==> config.mk <==
export PLATFORM = sky130hd
export DESIGN_NAME = class_priority_request_scheduler
export DESIGN_NICKNAME = d
export VERILOG_FILES = /design/src/hw/rtl/cps_pkg.sv /design/src/hw/rtl/cps_cell.sv /design/src/hw/rtl/class_priority_request_scheduler.sv
export SDC_FILE = /design/constraint.sdc
export NUM_CORES = 2
export LEC_CHECK = 0
export BUFFER_PORTS_ARGS = -buffer_cell sky130_fd_sc_hd__buf_2
export CORE_MARGIN = 1.5
export CORE_UTILIZATION = 39
export CTS_BUF_LIST = sky130_fd_sc_hd__clkbuf_4 sky130_fd_sc_hd__clkbuf_8
export CTS_CLUSTER_DIAMETER = 100
export DETAILED_ROUTE_END_ITERATION = 12
export PLACE_DENSITY = 0.58
export SYNTH_ARGS = -nofsm -noshare
export SYNTH_HDL_FRONTEND = slang
export SYNTH_SLANG_ARGS = --single-unit
==> constraint.sdc <==
create_clock -name clk -period 11.1 [get_ports clk]
set_input_delay 2.22 -clock clk [delete_from_list [all_inputs] [get_ports clk]]
set_output_delay 2.22 -clock clk [all_outputs]
set_load 0.05 [all_outputs]
==> src/hw/rtl/cps_pkg.sv <==
// Shared types and codes for the class priority request scheduler.
package cps_pkg;

	// Widest tag and slot index the cell chain carries
	localparam int TAG_MAX = 64;
	localparam int IDX_MAX = 8;
	// Window compare width, holds 0..256
	localparam int WIN_W   = 9;
	localparam int HND_W   = 16;

	// Operation codes
	localparam logic OP_INSERT = 1'b0;
	localparam logic OP_TAKE   = 1'b1;

	// Request classes
	localparam logic CLASS_TEXT  = 1'b0;
	localparam logic CLASS_IMAGE = 1'b1;

	// Scheduling policies
	localparam logic [1:0] POL_ANY    = 2'd0;
	localparam logic [1:0] POL_OLDEST = 2'd1;
	localparam logic [1:0] POL_IMAGE  = 2'd2;
	localparam logic [1:0] POL_TEXT   = 2'd3;

	// Configuration register indexes
	localparam logic [1:0] REG_POLICY = 2'd0;
	localparam logic [1:0] REG_WINDOW = 2'd1;

	// One candidate found so far along the chain
	typedef struct packed {
		logic               hit;
		logic [TAG_MAX-1:0] tag;
		logic               cls;
		logic [HND_W-1:0]   hnd;
		logic [IDX_MAX-1:0] idx;
	} cps_cand_t;

	// Token handed from cell to cell
	typedef struct packed {
		cps_cand_t          any_c;
		cps_cand_t          cls_c;
		logic               free_hit;
		logic [IDX_MAX-1:0] free_idx;
	} cps_tok_t;

	// Broadcast update to the slot cells
	typedef struct packed {
		logic               en;
		logic               set;
		logic [IDX_MAX-1:0] idx;
		logic [TAG_MAX-1:0] tag;
		logic               cls;
		logic [HND_W-1:0]   hnd;
	} cps_wr_t;

endpackage

==> src/hw/rtl/cps_cell.sv <==
// One slot of the request table with its stage of the oldest/free search.
module cps_cell import cps_pkg::*; #(
	parameter int TAG_BITS = 32,
	parameter int IDX      = 0
) (
	input  logic             clk,
	input  logic             arst_n,
	input  logic [WIN_W-1:0] win,
	input  logic             want_cls,
	input  cps_wr_t          wr,
	input  cps_tok_t         tok_in,
	output cps_tok_t         tok_out
);

	localparam logic [IDX_MAX-1:0] MY_IDX = IDX_MAX'(IDX);

	logic                valid_q;
	logic [TAG_BITS-1:0] tag_q;
	logic                cls_q;
	logic [HND_W-1:0]    hnd_q;
	cps_tok_t            tok_q;

	logic      in_win;
	logic      wr_hit;
	cps_cand_t own;
	cps_tok_t  tok_d;

	assign in_win = (WIN_W'(IDX) < win);
	assign wr_hit = wr.en && (wr.idx == MY_IDX);

	// Slot contents; valid bit is the only reset state
	always_ff @(posedge clk or negedge arst_n) begin
		if (!arst_n) begin
			valid_q <= 1'b0;
		end else if (wr_hit) begin
			valid_q <= wr.set;
		end
	end

	always_ff @(posedge clk) begin
		if (wr_hit && wr.set) begin
			tag_q <= wr.tag[TAG_BITS-1:0];
			cls_q <= wr.cls;
			hnd_q <= wr.hnd;
		end
	end

	// Merge own entry into the passing token; strict less keeps lower slot on ties
	always_comb begin
		own.hit = valid_q && in_win;
		own.tag = TAG_MAX'(tag_q);
		own.cls = cls_q;
		own.hnd = hnd_q;
		own.idx = MY_IDX;
		tok_d   = tok_in;
		if (own.hit && (!tok_in.any_c.hit || own.tag < tok_in.any_c.tag)) begin
			tok_d.any_c = own;
		end
		if (own.hit && (cls_q == want_cls) &&
			(!tok_in.cls_c.hit || own.tag < tok_in.cls_c.tag)) begin
			tok_d.cls_c = own;
		end
		if (!tok_in.free_hit && in_win && !valid_q) begin
			tok_d.free_hit = 1'b1;
			tok_d.free_idx = MY_IDX;
		end
	end

	always_ff @(posedge clk or negedge arst_n) begin
		if (!arst_n) begin
			tok_q <= '0;
		end else begin
			tok_q <= tok_d;
		end
	end

	assign tok_out = tok_q;

endmodule

==> src/hw/rtl/class_priority_request_scheduler.sv <==
// Top level: request table as a chain of slot cells plus the operation sequencer.
// An accepted word's result is registered once the search token has walked the cell chain
// one slot per cycle and the sequencer commits in its finish state.
// A new word is accepted only in the idle state; one operation is in flight at a time.
// Reset: arst_n clears all valid bits, fill and dispatch counts; policy resets
// to oldest first and the window to 16 slots. Tags and handles are not reset.
module class_priority_request_scheduler import cps_pkg::*; #(
	parameter int SLOTS    = 16,
	parameter int TAG_BITS = 32
) (
	input  logic        clk,
	input  logic        arst_n,
	// configuration
	input  logic        cfg_we,
	input  logic [1:0]  cfg_addr,
	input  logic [4:0]  cfg_wdata,
	// request stream
	input  logic        s_tvalid,
	output logic        s_tready,
	input  logic [55:0] s_tdata,   // request_tag[31:0], request_class[32], connection_handle[48:33]
	input  logic        s_tuser,   // operation
	// result stream
	output logic        m_tvalid,
	input  logic        m_tready,
	output logic [87:0] m_tdata,   // out_tag[31:0], out_class[32], out_handle[48:33],
	                               // dispatch_number[80:49], occupancy[85:81]
	output logic        m_tuser    // done_res
);

	localparam int CW = $clog2(SLOTS + 1);

	localparam logic [1:0] ST_IDLE   = 2'd0;
	localparam logic [1:0] ST_SCAN   = 2'd1;
	localparam logic [1:0] ST_FINISH = 2'd2;

	logic [1:0]          state_q;
	logic [CW-1:0]       cnt_q;
	logic [1:0]          policy_q;
	logic [4:0]          slots_q;
	logic [WIN_W-1:0]    fill_q;
	logic [31:0]         disp_q;
	logic                op_q;
	logic [TAG_BITS-1:0] req_tag_q;
	logic                req_cls_q;
	logic [HND_W-1:0]    req_hnd_q;
	logic                mvalid_q;
	logic [87:0]         mdata_q;
	logic                mdone_q;

	logic [WIN_W-1:0]     win;
	logic                 want_cls;
	logic                 class_pol;
	logic                 out_free;
	logic                 commit;
	cps_tok_t             tail;
	cps_cand_t            pick;
	cps_wr_t              wr;
	logic                 done;
	logic [TAG_BITS+31:0] tag_in_ext;
	logic [TAG_MAX+31:0]  tag_out_ext;
	logic [87:0]          mdata_d;

	cps_tok_t tok [0:SLOTS];

	// Clamp the window to 1..SLOTS
	always_comb begin
		if (slots_q == 5'd0) begin
			win = WIN_W'(1);
		end else if (WIN_W'(slots_q) > WIN_W'(SLOTS)) begin
			win = WIN_W'(SLOTS);
		end else begin
			win = WIN_W'(slots_q);
		end
	end

	assign class_pol = (policy_q == POL_IMAGE) || (policy_q == POL_TEXT);
	assign want_cls  = (policy_q == POL_TEXT) ? CLASS_TEXT : CLASS_IMAGE;

	// Cell chain; an empty token enters at slot zero every cycle
	assign tok[0] = '0;

	for (genvar g = 0; g < SLOTS; g++) begin : g_cell
		cps_cell #(
			.TAG_BITS (TAG_BITS),
			.IDX      (g)
		) u_cell (
			.clk      (clk),
			.arst_n   (arst_n),
			.win      (win),
			.want_cls (want_cls),
			.wr       (wr),
			.tok_in   (tok[g]),
			.tok_out  (tok[g+1])
		);
	end

	assign tail = tok[SLOTS];

	// Choose the request to take from the tail token
	always_comb begin
		if (class_pol && tail.cls_c.hit) begin
			pick = tail.cls_c;
		end else begin
			pick = tail.any_c;
		end
	end

	assign out_free = !mvalid_q || m_tready;
	assign commit   = (state_q == ST_FINISH) && out_free;
	assign done     = (op_q == OP_INSERT) ? tail.free_hit : pick.hit;

	// Table update issued when the result is loaded
	always_comb begin
		wr.en  = commit && done;
		wr.set = (op_q == OP_INSERT);
		wr.idx = (op_q == OP_INSERT) ? tail.free_idx : pick.idx;
		wr.tag = TAG_MAX'(req_tag_q);
		wr.cls = req_cls_q;
		wr.hnd = req_hnd_q;
	end

	assign tag_in_ext  = {{TAG_BITS{1'b0}}, s_tdata[31:0]};
	assign tag_out_ext = {32'd0, pick.tag};

	// Configuration registers
	always_ff @(posedge clk or negedge arst_n) begin
		if (!arst_n) begin
			policy_q <= POL_OLDEST;
			slots_q  <= 5'd16;
		end else if (cfg_we) begin
			case (cfg_addr)
				REG_POLICY: policy_q <= cfg_wdata[1:0];
				REG_WINDOW: slots_q  <= cfg_wdata;
				default: ;
			endcase
		end
	end

	// Request capture
	always_ff @(posedge clk) begin
		if (s_tvalid && s_tready) begin
			op_q      <= s_tuser;
			req_tag_q <= tag_in_ext[TAG_BITS-1:0];
			req_cls_q <= s_tdata[32];
			req_hnd_q <= s_tdata[48:33];
		end
	end

	// Sequencer: wait for the token to cross the chain, then commit
	always_ff @(posedge clk or negedge arst_n) begin
		if (!arst_n) begin
			state_q <= ST_IDLE;
			cnt_q   <= '0;
			fill_q  <= '0;
			disp_q  <= '0;
		end else begin
			case (state_q)
				ST_IDLE: begin
					if (s_tvalid) begin
						state_q <= ST_SCAN;
						cnt_q   <= '0;
					end
				end
				ST_SCAN: begin
					cnt_q <= cnt_q + 1'b1;
					if (cnt_q == CW'(SLOTS)) begin
						state_q <= ST_FINISH;
					end
				end
				ST_FINISH: begin
					if (out_free) begin
						state_q <= ST_IDLE;
						if (done) begin
							if (op_q == OP_INSERT) begin
								fill_q <= fill_q + 1'b1;
							end else begin
								fill_q <= fill_q - 1'b1;
								disp_q <= disp_q + 32'd1;
							end
						end
					end
				end
				default: state_q <= ST_IDLE;
			endcase
		end
	end

	assign s_tready = (state_q == ST_IDLE);

	// Result word register
	always_ff @(posedge clk or negedge arst_n) begin
		if (!arst_n) begin
			mvalid_q <= 1'b0;
		end else if (commit) begin
			mvalid_q <= 1'b1;
		end else if (m_tready) begin
			mvalid_q <= 1'b0;
		end
	end

	// Result word contents for the operation being committed
	always_comb begin
		mdata_d = '0;
		if (op_q == OP_INSERT) begin
			mdata_d[85:81] = tail.free_hit ? fill_q[4:0] + 5'd1 : fill_q[4:0];
		end else if (pick.hit) begin
			mdata_d[31:0]  = tag_out_ext[31:0];
			mdata_d[32]    = pick.cls;
			mdata_d[48:33] = pick.hnd;
			mdata_d[80:49] = disp_q;
			mdata_d[85:81] = fill_q[4:0] - 5'd1;
		end else begin
			mdata_d[85:81] = fill_q[4:0];
		end
	end

	always_ff @(posedge clk) begin
		if (commit) begin
			mdone_q <= done;
			mdata_q <= mdata_d;
		end
	end

	assign m_tvalid = mvalid_q;
	assign m_tdata  = mdata_q;
	assign m_tuser  = mdone_q;

endmodule

# [Yosys cells after proc, flatten, opt, wreduce, memory -nomap -nowiden]
# Index checks and enable logic that the tools add are counted.
[classes] add_sub_neg=6 magnitude_cmp=47 n_eq_ne=40 n_mux=66 bitwise_logic=1 n_reduce_logical=236
[op_table] operator="two-way mux 90 bit" n=33
[op_table] operator="less-than comparator 32 x 64 -> 1 bit" n=30
[op_table] operator="two-way mux 9 bit" n=18
[op_table] operator="logical AND 1 bit" n=129
[op_table] operator="less-than comparator 4 x 9 -> 1 bit, first input constant" n=8
[op_table] operator="== test 8 x 4 -> 1 bit, second input constant" n=8
[op_table] operator="zero test 1 bit" n=62
[op_table] operator="less-than comparator 3 x 9 -> 1 bit, first input constant" n=4
[op_table] operator="adder 32 x 1 -> 32 bit, second input constant" n=1
[op_table] operator="== test 8 x 3 -> 1 bit, second input constant" n=4
[op_table] operator="logical OR 1 bit" n=32
[op_table] operator="two-way mux 5 bit" n=5
[op_table] operator="less-than comparator 1 x 9 -> 1 bit, first input constant" n=2
[op_table] operator="less-than comparator 2 x 9 -> 1 bit, first input constant" n=2
[op_table] operator="== test 1 bit" n=16
[op_table] operator="== test 8 x 2 -> 1 bit, second input constant" n=2
[op_table] operator="adder 5 x 1 -> 5 bit, second input constant" n=2
[op_table] operator="one-hot mux 5 bit (2 select lines)" n=1
[op_table] operator="adder 9 x 1 -> 9 bit, second input constant" n=1
[op_table] operator="subtractor 9 x 1 -> 9 bit, second input constant" n=1
[op_table] operator="== test 8 x 1 -> 1 bit, second input constant" n=1
[op_table] operator="zero test 8 bit" n=1
[op_table] operator="two-way mux 8 bit" n=1
[op_table] operator="AND reduction 2 bit" n=4
[op_table] operator="other kinds (15)" n=28
[word_totals] regBits=4017 inputBits=69

# [Logic depth before layout (Yosys ltp)]
[depth] ltp_word=8 ltp_mapped=11 depth_no_buf=8

# [Hierarchy]
# A second synthesis with hierarchy kept.
[hier_totals] cells_unflattened=13440 hier_area_um2=171917.4
[by_module_without_submodules] mod="cps_cell (g_cell[4].u_cell ...)" n_inst=2 cells_each=782 area_per_inst_um2=10233.6 seq_area_each_um2=6226.0
[by_module_without_submodules] mod="cps_cell (g_cell[10].u_cell)" n_inst=1 cells_each=968 area_per_inst_um2=10920.5 seq_area_each_um2=6226.0
[by_module_without_submodules] mod="cps_cell (g_cell[8].u_cell)" n_inst=1 cells_each=896 area_per_inst_um2=10581.4 seq_area_each_um2=6226.0
[by_module_without_submodules] mod="cps_cell (g_cell[2].u_cell)" n_inst=1 cells_each=896 area_per_inst_um2=10578.9 seq_area_each_um2=6226.0
[by_module_without_submodules] mod="cps_cell (g_cell[0].u_cell)" n_inst=1 cells_each=896 area_per_inst_um2=10573.9 seq_area_each_um2=6226.0
[by_module_without_submodules] mod="cps_cell (g_cell[12].u_cell)" n_inst=1 cells_each=895 area_per_inst_um2=10571.4 seq_area_each_um2=6226.0
[by_module_without_submodules] mod="cps_cell (g_cell[14].u_cell)" n_inst=1 cells_each=895 area_per_inst_um2=10568.9 seq_area_each_um2=6226.0
[by_module_without_submodules] mod="cps_cell (g_cell[13].u_cell)" n_inst=1 cells_each=783 area_per_inst_um2=10252.3 seq_area_each_um2=6226.0
[by_module_without_submodules] mod="cps_cell (g_cell[9].u_cell)" n_inst=1 cells_each=784 area_per_inst_um2=10238.6 seq_area_each_um2=6226.0
[by_module_without_submodules] mod="cps_cell (g_cell[15].u_cell)" n_inst=1 cells_each=708 area_per_inst_um2=10015.9 seq_area_each_um2=6226.0
[by_module_without_submodules] mod="cps_cell (g_cell[11].u_cell)" n_inst=1 cells_each=708 area_per_inst_um2=9920.8 seq_area_each_um2=6226.0
[by_module_without_submodules] mod="cps_cell (g_cell[5].u_cell)" n_inst=1 cells_each=709 area_per_inst_um2=9870.7 seq_area_each_um2=6226.0
[by_module_without_submodules] mod="cps_cell (g_cell[7].u_cell)" n_inst=1 cells_each=704 area_per_inst_um2=9841.9 seq_area_each_um2=6226.0
[by_module_without_submodules] mod="cps_cell (g_cell[1].u_cell)" n_inst=1 cells_each=709 area_per_inst_um2=9834.4 seq_area_each_um2=6226.0
[by_module_without_submodules] mod="2 more rows"

# [Worst setup path after synthesis]
# No wires, ideal clock.
[synth_timing] path_type="input to register" startpoint="in m_tready" endpoint="reg g_cell[1].u_cell.cls_q (enable)" setup_ns=0.456 arrival_time_ns=9.960 setup_slack_ns=0.684 cell_stages=6 path_buffers=1 cell_sequence="nor2b_1 > nor2_1 > o21ai_0 > or3_1 > clkbuf_1 > nor2_1"
[synth_via] elab_chain_cells=5
[synth_rtl] item="start: declaration" line_no="class_priority_request_scheduler.sv:24" rtl="input logic m_tready,"
[synth_rtl] item="logical OR 1 bit" line_no="class_priority_request_scheduler.sv:108" rtl="assign out_free = !mvalid_q || m_tready;"
[synth_rtl] item="logical AND 1 bit" line_no="class_priority_request_scheduler.sv:109" rtl="assign commit = (state_q == ST_FINISH) && out_free;"
[synth_rtl] item="via commit" line_no="class_priority_request_scheduler.sv:54" rtl="logic commit;"
[synth_rtl] item="logical AND 1 bit" line_no="class_priority_request_scheduler.sv:114" rtl="wr.en = commit && done;"
[synth_rtl] item="logical AND 1 bit" line_no="cps_cell.sv:29" rtl="assign wr_hit = wr.en && (wr.idx == MY_IDX);"
[synth_rtl] item="logical AND 1 bit" line_no="cps_cell.sv:41" rtl="if (wr_hit && wr.set) begin"
[synth_rtl] item="end signal: assignment" line_no="cps_cell.sv:43" rtl="cls_q <= wr.cls;"
[synth_rtl] item="end: declaration" line_no="cps_cell.sv:19" rtl="logic cls_q;"
# The timed path passes the listed nets, and every way through them passes these cells.
# A chain may end at the register's enable or synchronous reset.

# [Worst setup path after layout]
[layout_timing] startpoint="in m_tready" endpoint="reg g_cell[11].u_cell.hnd_q[7] (enable)"
[layout_via] elab_chain_cells=5
[layout_rtl] item="logical OR 1 bit" line_no="class_priority_request_scheduler.sv:108"
[layout_rtl] item="logical AND 1 bit" line_no="class_priority_request_scheduler.sv:109"
[layout_rtl] item="via commit" line_no="class_priority_request_scheduler.sv:54"
[layout_rtl] item="logical AND 1 bit" line_no="class_priority_request_scheduler.sv:114"
[layout_rtl] item="logical AND 1 bit" line_no="cps_cell.sv:29"
[layout_rtl] item="logical AND 1 bit" line_no="cps_cell.sv:41"
[layout_rtl] item="end signal: assignment" line_no="cps_cell.sv:44" rtl="hnd_q <= wr.hnd;"
[layout_rtl] item="end: declaration" line_no="cps_cell.sv:20" rtl="logic [HND_W-1:0] hnd_q;"
# The timed path passes the listed nets, and every way through them passes these cells.

==> flow_summary.ini <==
[clock_network]
cts.clk_slew.worst_paths_ns = 0.06
htreeDepth = 5
cts_hold_buf = 0
clkLatencyLatePin_ns = 1.11
cts_setup_buffers = 0
numClockSinks = 2752
cts_buffers = 463
cts_buffer_depth = 4
post_cts_resized = 0
cts_tree = yes
root_buffer = clkbuf_8

[synth]
synth_cells = 12020
yosys_warnings = 0
syn_avg_cell_area_um2 = 11.48
synth_edf_count = 921
ys_types = 84
synth_ff_type = dfrtp_1
yosysSeqAreaShare_pct = 53.25
synth_async_sr_flop_share_pct = 66.53
netlist_area_um2 = 138000
synth_seq_cells = 2752

[setup_path]
criticalPathCategory = in2reg
crit_path_end = g_cell[11].u_cell.hnd_q[7]
end_kind = register
crit_path_max_fanout = 49
rrSetupSlack_ns = 6.53
path_cells = buf_2 > nor2b_1 > nor2_4 > a21boi_0 > nand3b_1 > nor2_4 > buf_4
regToRegStartpoint = state_q[0]
critPathMaxStageDelay_ns = 0.86
worst_path_most_repeated_cell = nor2_4
r2r_cells = 6
cp.arrival_ns = 5.88
cp-start-kind = input pin
crit_start = m_tready
cp.required_ns = 11.78
r2r-end = g_cell[11].u_cell.hnd_q[7]
cp_slowest_cell = a21boi_0

[power]
seqPwrFrac_pct = 45.3
power_density_nw_per_um2 = 186.2
p_leak_nw = 62.54
swShare_pct = 30.25
p_sw_mw = 8.690
peakVddDrop_mv = 0.1094
p_int_mw = 20.04
power_frac_comb_pct = 20.0
power_frac_clock_pct = 34.7

[hold_path]
hold_path.class = reg2reg
hp-start = g_cell[14].u_cell.tok_out[3]

[die]
num_io_pins = 160
fp.dieH_um = 597.8
core_area_um2 = 352400
initial_core_util_pct = 39.15
die_w_um = 597.8
die-area_um2 = 357400
rows = 218

[drt]
vias = 95780
detail-route-antenna-nets = 0
dr.pass1.iters = 6
post-route-drc-count = 0
routed_wl_um = 373000
viasPerCell = 5.576
wire_per_inst_um = 21.71
first_iter_violations = 6693

[placement]
place_congestion = 0.8746
portBuffers = 150
hpwl_um = 262300
dpl_cell_area_um2 = 143700

[sta]
slew-limit-headroom_pct = 13.15
finalCriticalPeriod_ns = 5.197
rsz0062_at_grt = false
max_freq_mhz = 192.4
setup_tns_ns = 0
skew_ns = 0.07769
finalSetupViolCount = 0
worstMarginPinSlew_ns = 1.291
fin_crit_sh_pct = 46.82
drv_slew = 0
hold_viol = 0

[global_route]
grt_max_degree = 169
grt_usage_pct = 20.57
grt_first_pass_wirelength_um = 583000
grt_remaining_overflow = 0
antenna_found_initial = 11
grt_pass1_vias = 98430

[layout]
fin_nets = 13030
syn_to_final_growth_pct = 11.80
multi_input_comb_area_um2 = 58230
drive_above_1_share_pct = 19.26
n_fill_cell = 32430
ff_latch_area_um2 = 73510
design_area_um2 = 154300

[run]
drv_cap = 0

[outcome]
outcome = finished, final reports clean
cell usage in the layout (no fill, tap or decap), drive strengths merged, types with 30 or more instances in the layout:
master / count
a31oi: 126
nor2b: 95
and2: 286
nor2: 335
buf: 354
a21o: 30
nor3: 44
mux2: 941
inv: 986
edfxtp: 921
dfrtp: 1829
clkinv: 100
o2111ai: 546
nand2b: 137
xnor2: 30
nand3b: 129
nor4: 33
nor3b: 364
clkbuf: 731
a311oi: 159
o221a: 93
o21ai: 322
a221oi: 220
nand3: 844
ha: 938
or2: 81
nand2: 486
nand4: 413
a21oi: 414
or3: 100
routing by layer:
metal	global-route usage, %	routed length (um)	vias to the layer above
met5	0	23	-
li1	-	-	44860
met4	7.964	13760	4
met1	27.27	165100	47280
met3	2.480	17270	831
met2	34.38	176800	2802
registers in the layout, indices dropped and copies added (netlist names), 2 cells and up:
| signal | cells |
|---|---|
| g_cell.u_cell.tag_q | 512 |
| slots_q | 5 |
| state_q | 2 |
| m_tdata | 86 |
| fill_q | 5 |
| req_tag_q | 32 |
| g_cell.u_cell.tok_out | 1763 |
| policy_q | 2 |
| disp_q | 32 |
| cnt_q | 5 |
| g_cell.u_cell.cls_q | 16 |
| g_cell.u_cell.hnd_q | 256 |
| req_hnd_q | 16 |
| g_cell.u_cell.valid_q | 16 |
critical path, delay by kind of cell:
kind / cells / cell delay, ns
AND/OR/NAND/NOR: 4 / 1.99
AO/OA/AOI/OAI: 1 / 0.86
buffers and inverters: 2 / 0.66
synth_stat cells, types with 125 or more instances:
| library cell | n | area share [%] |
|---|---|---|
| nor3b_1 | 364 | 2.0 |
| inv_1 | 969 | 2.6 |
| a31oi_1 | 125 | 0.57 |
| a21oi_1 | 414 | 1.5 |
| nor2_1 | 335 | 0.91 |
| ha_1 | 938 | 8.5 |
| edfxtp_1 | 921 | 20 |
| mux2_2 | 876 | 7.1 |
| nand4_1 | 413 | 1.9 |
| nand2b_1 | 137 | 0.62 |
| o2111ai_1 | 546 | 3.5 |
| nand3_1 | 844 | 3.1 |
| a311oi_1 | 159 | 1.0 |
| and2_1 | 283 | 1.3 |
| nand2_1 | 486 | 1.3 |
| nand3b_1 | 129 | 0.70 |
| o21ai_0 | 312 | 1.1 |
| dfrtp_1 | 1829 | 33 |
| a221oi_1 | 220 | 1.4 |
| clkbuf_1 | 707 | 1.9 |
power groups by stage:
stage          sequential (mW)  combinational [mW]  clock, mW
2_1_floorplan             12.7                4.03          0
3_3_place_gp              13.2                5.58          0
3_5_place_dp              13.2                5.70          0
4_1_cts                   13.0                5.75       10.3
5_1_grt                   13.2                6.42       10.7
6_report                  13.0                5.74       9.98
worst min-delay path by stage:
stage,endpoint,slack [ns],depth (start not counted)
final,g_cell[15].u_cell.tok_out[3],0.41,1
after global routing,g_cell[12].u_cell.tok_out[12],0.43,1
after CTS,g_cell[15].u_cell.tok_out[3],0.39,1
after detailed placement,g_cell[1].u_cell.tok_out[0],0.42,1
after global placement,g_cell[1].u_cell.tok_out[0],0.42,1
after floorplan,g_cell[1].u_cell.tok_out[0],0.40,1
per-stage QoR:
step	power, mW	worst slack [ns]	hold slack [ns]	util (%)	std cells
floorplan	16.76	0.6837	0.4023	-	12020
global placement	18.74	4.971	0.4176	40.77	16280
detailed placement	18.89	4.894	0.4159	40.77	16280
CTS	29.04	6.101	0.3928	43.76	17160
global route	30.35	5.839	0.4305	43.76	17170
finish	28.73	5.903	0.4091	43.77	17180
area by class of cell:
| cell class | instances | share of cell area, % |
|---|---|---|
| Clock buffer | 731 | 5.861 |
| Multi-Input combinational cell | 7476 | 37.75 |
| Clock inverter | 149 | 0.9620 |
| Tap cell | 4730 | 3.837 |
| Antenna cell | 17 | 0.02758 |
| Sequential cell | 2752 | 47.66 |
| Timing Repair Buffer | 354 | 1.546 |
| Inverter | 970 | 2.361 |
cells by family (layout without fill, tap and decap cells):
group / Yosys count / after routing / share of synthesized area (%)
AO/OA/AOI/OAI: 2134 / 2134 / 11.47
XOR/XNOR: 52 / 52 / 0.3301
adder cells (fa/ha/maj): 939 / 939 / 8.521
buffers and inverters: 1796 / 2204 / 5.022
flip-flops: 2752 / 2752 / 53.25
multiplexers: 943 / 943 / 7.694
other: 1 / 19 / 0.002718
AND/OR/NAND/NOR: 3406 / 3406 / 13.71
No activity file was read; power rests on OpenSTA's default activity.
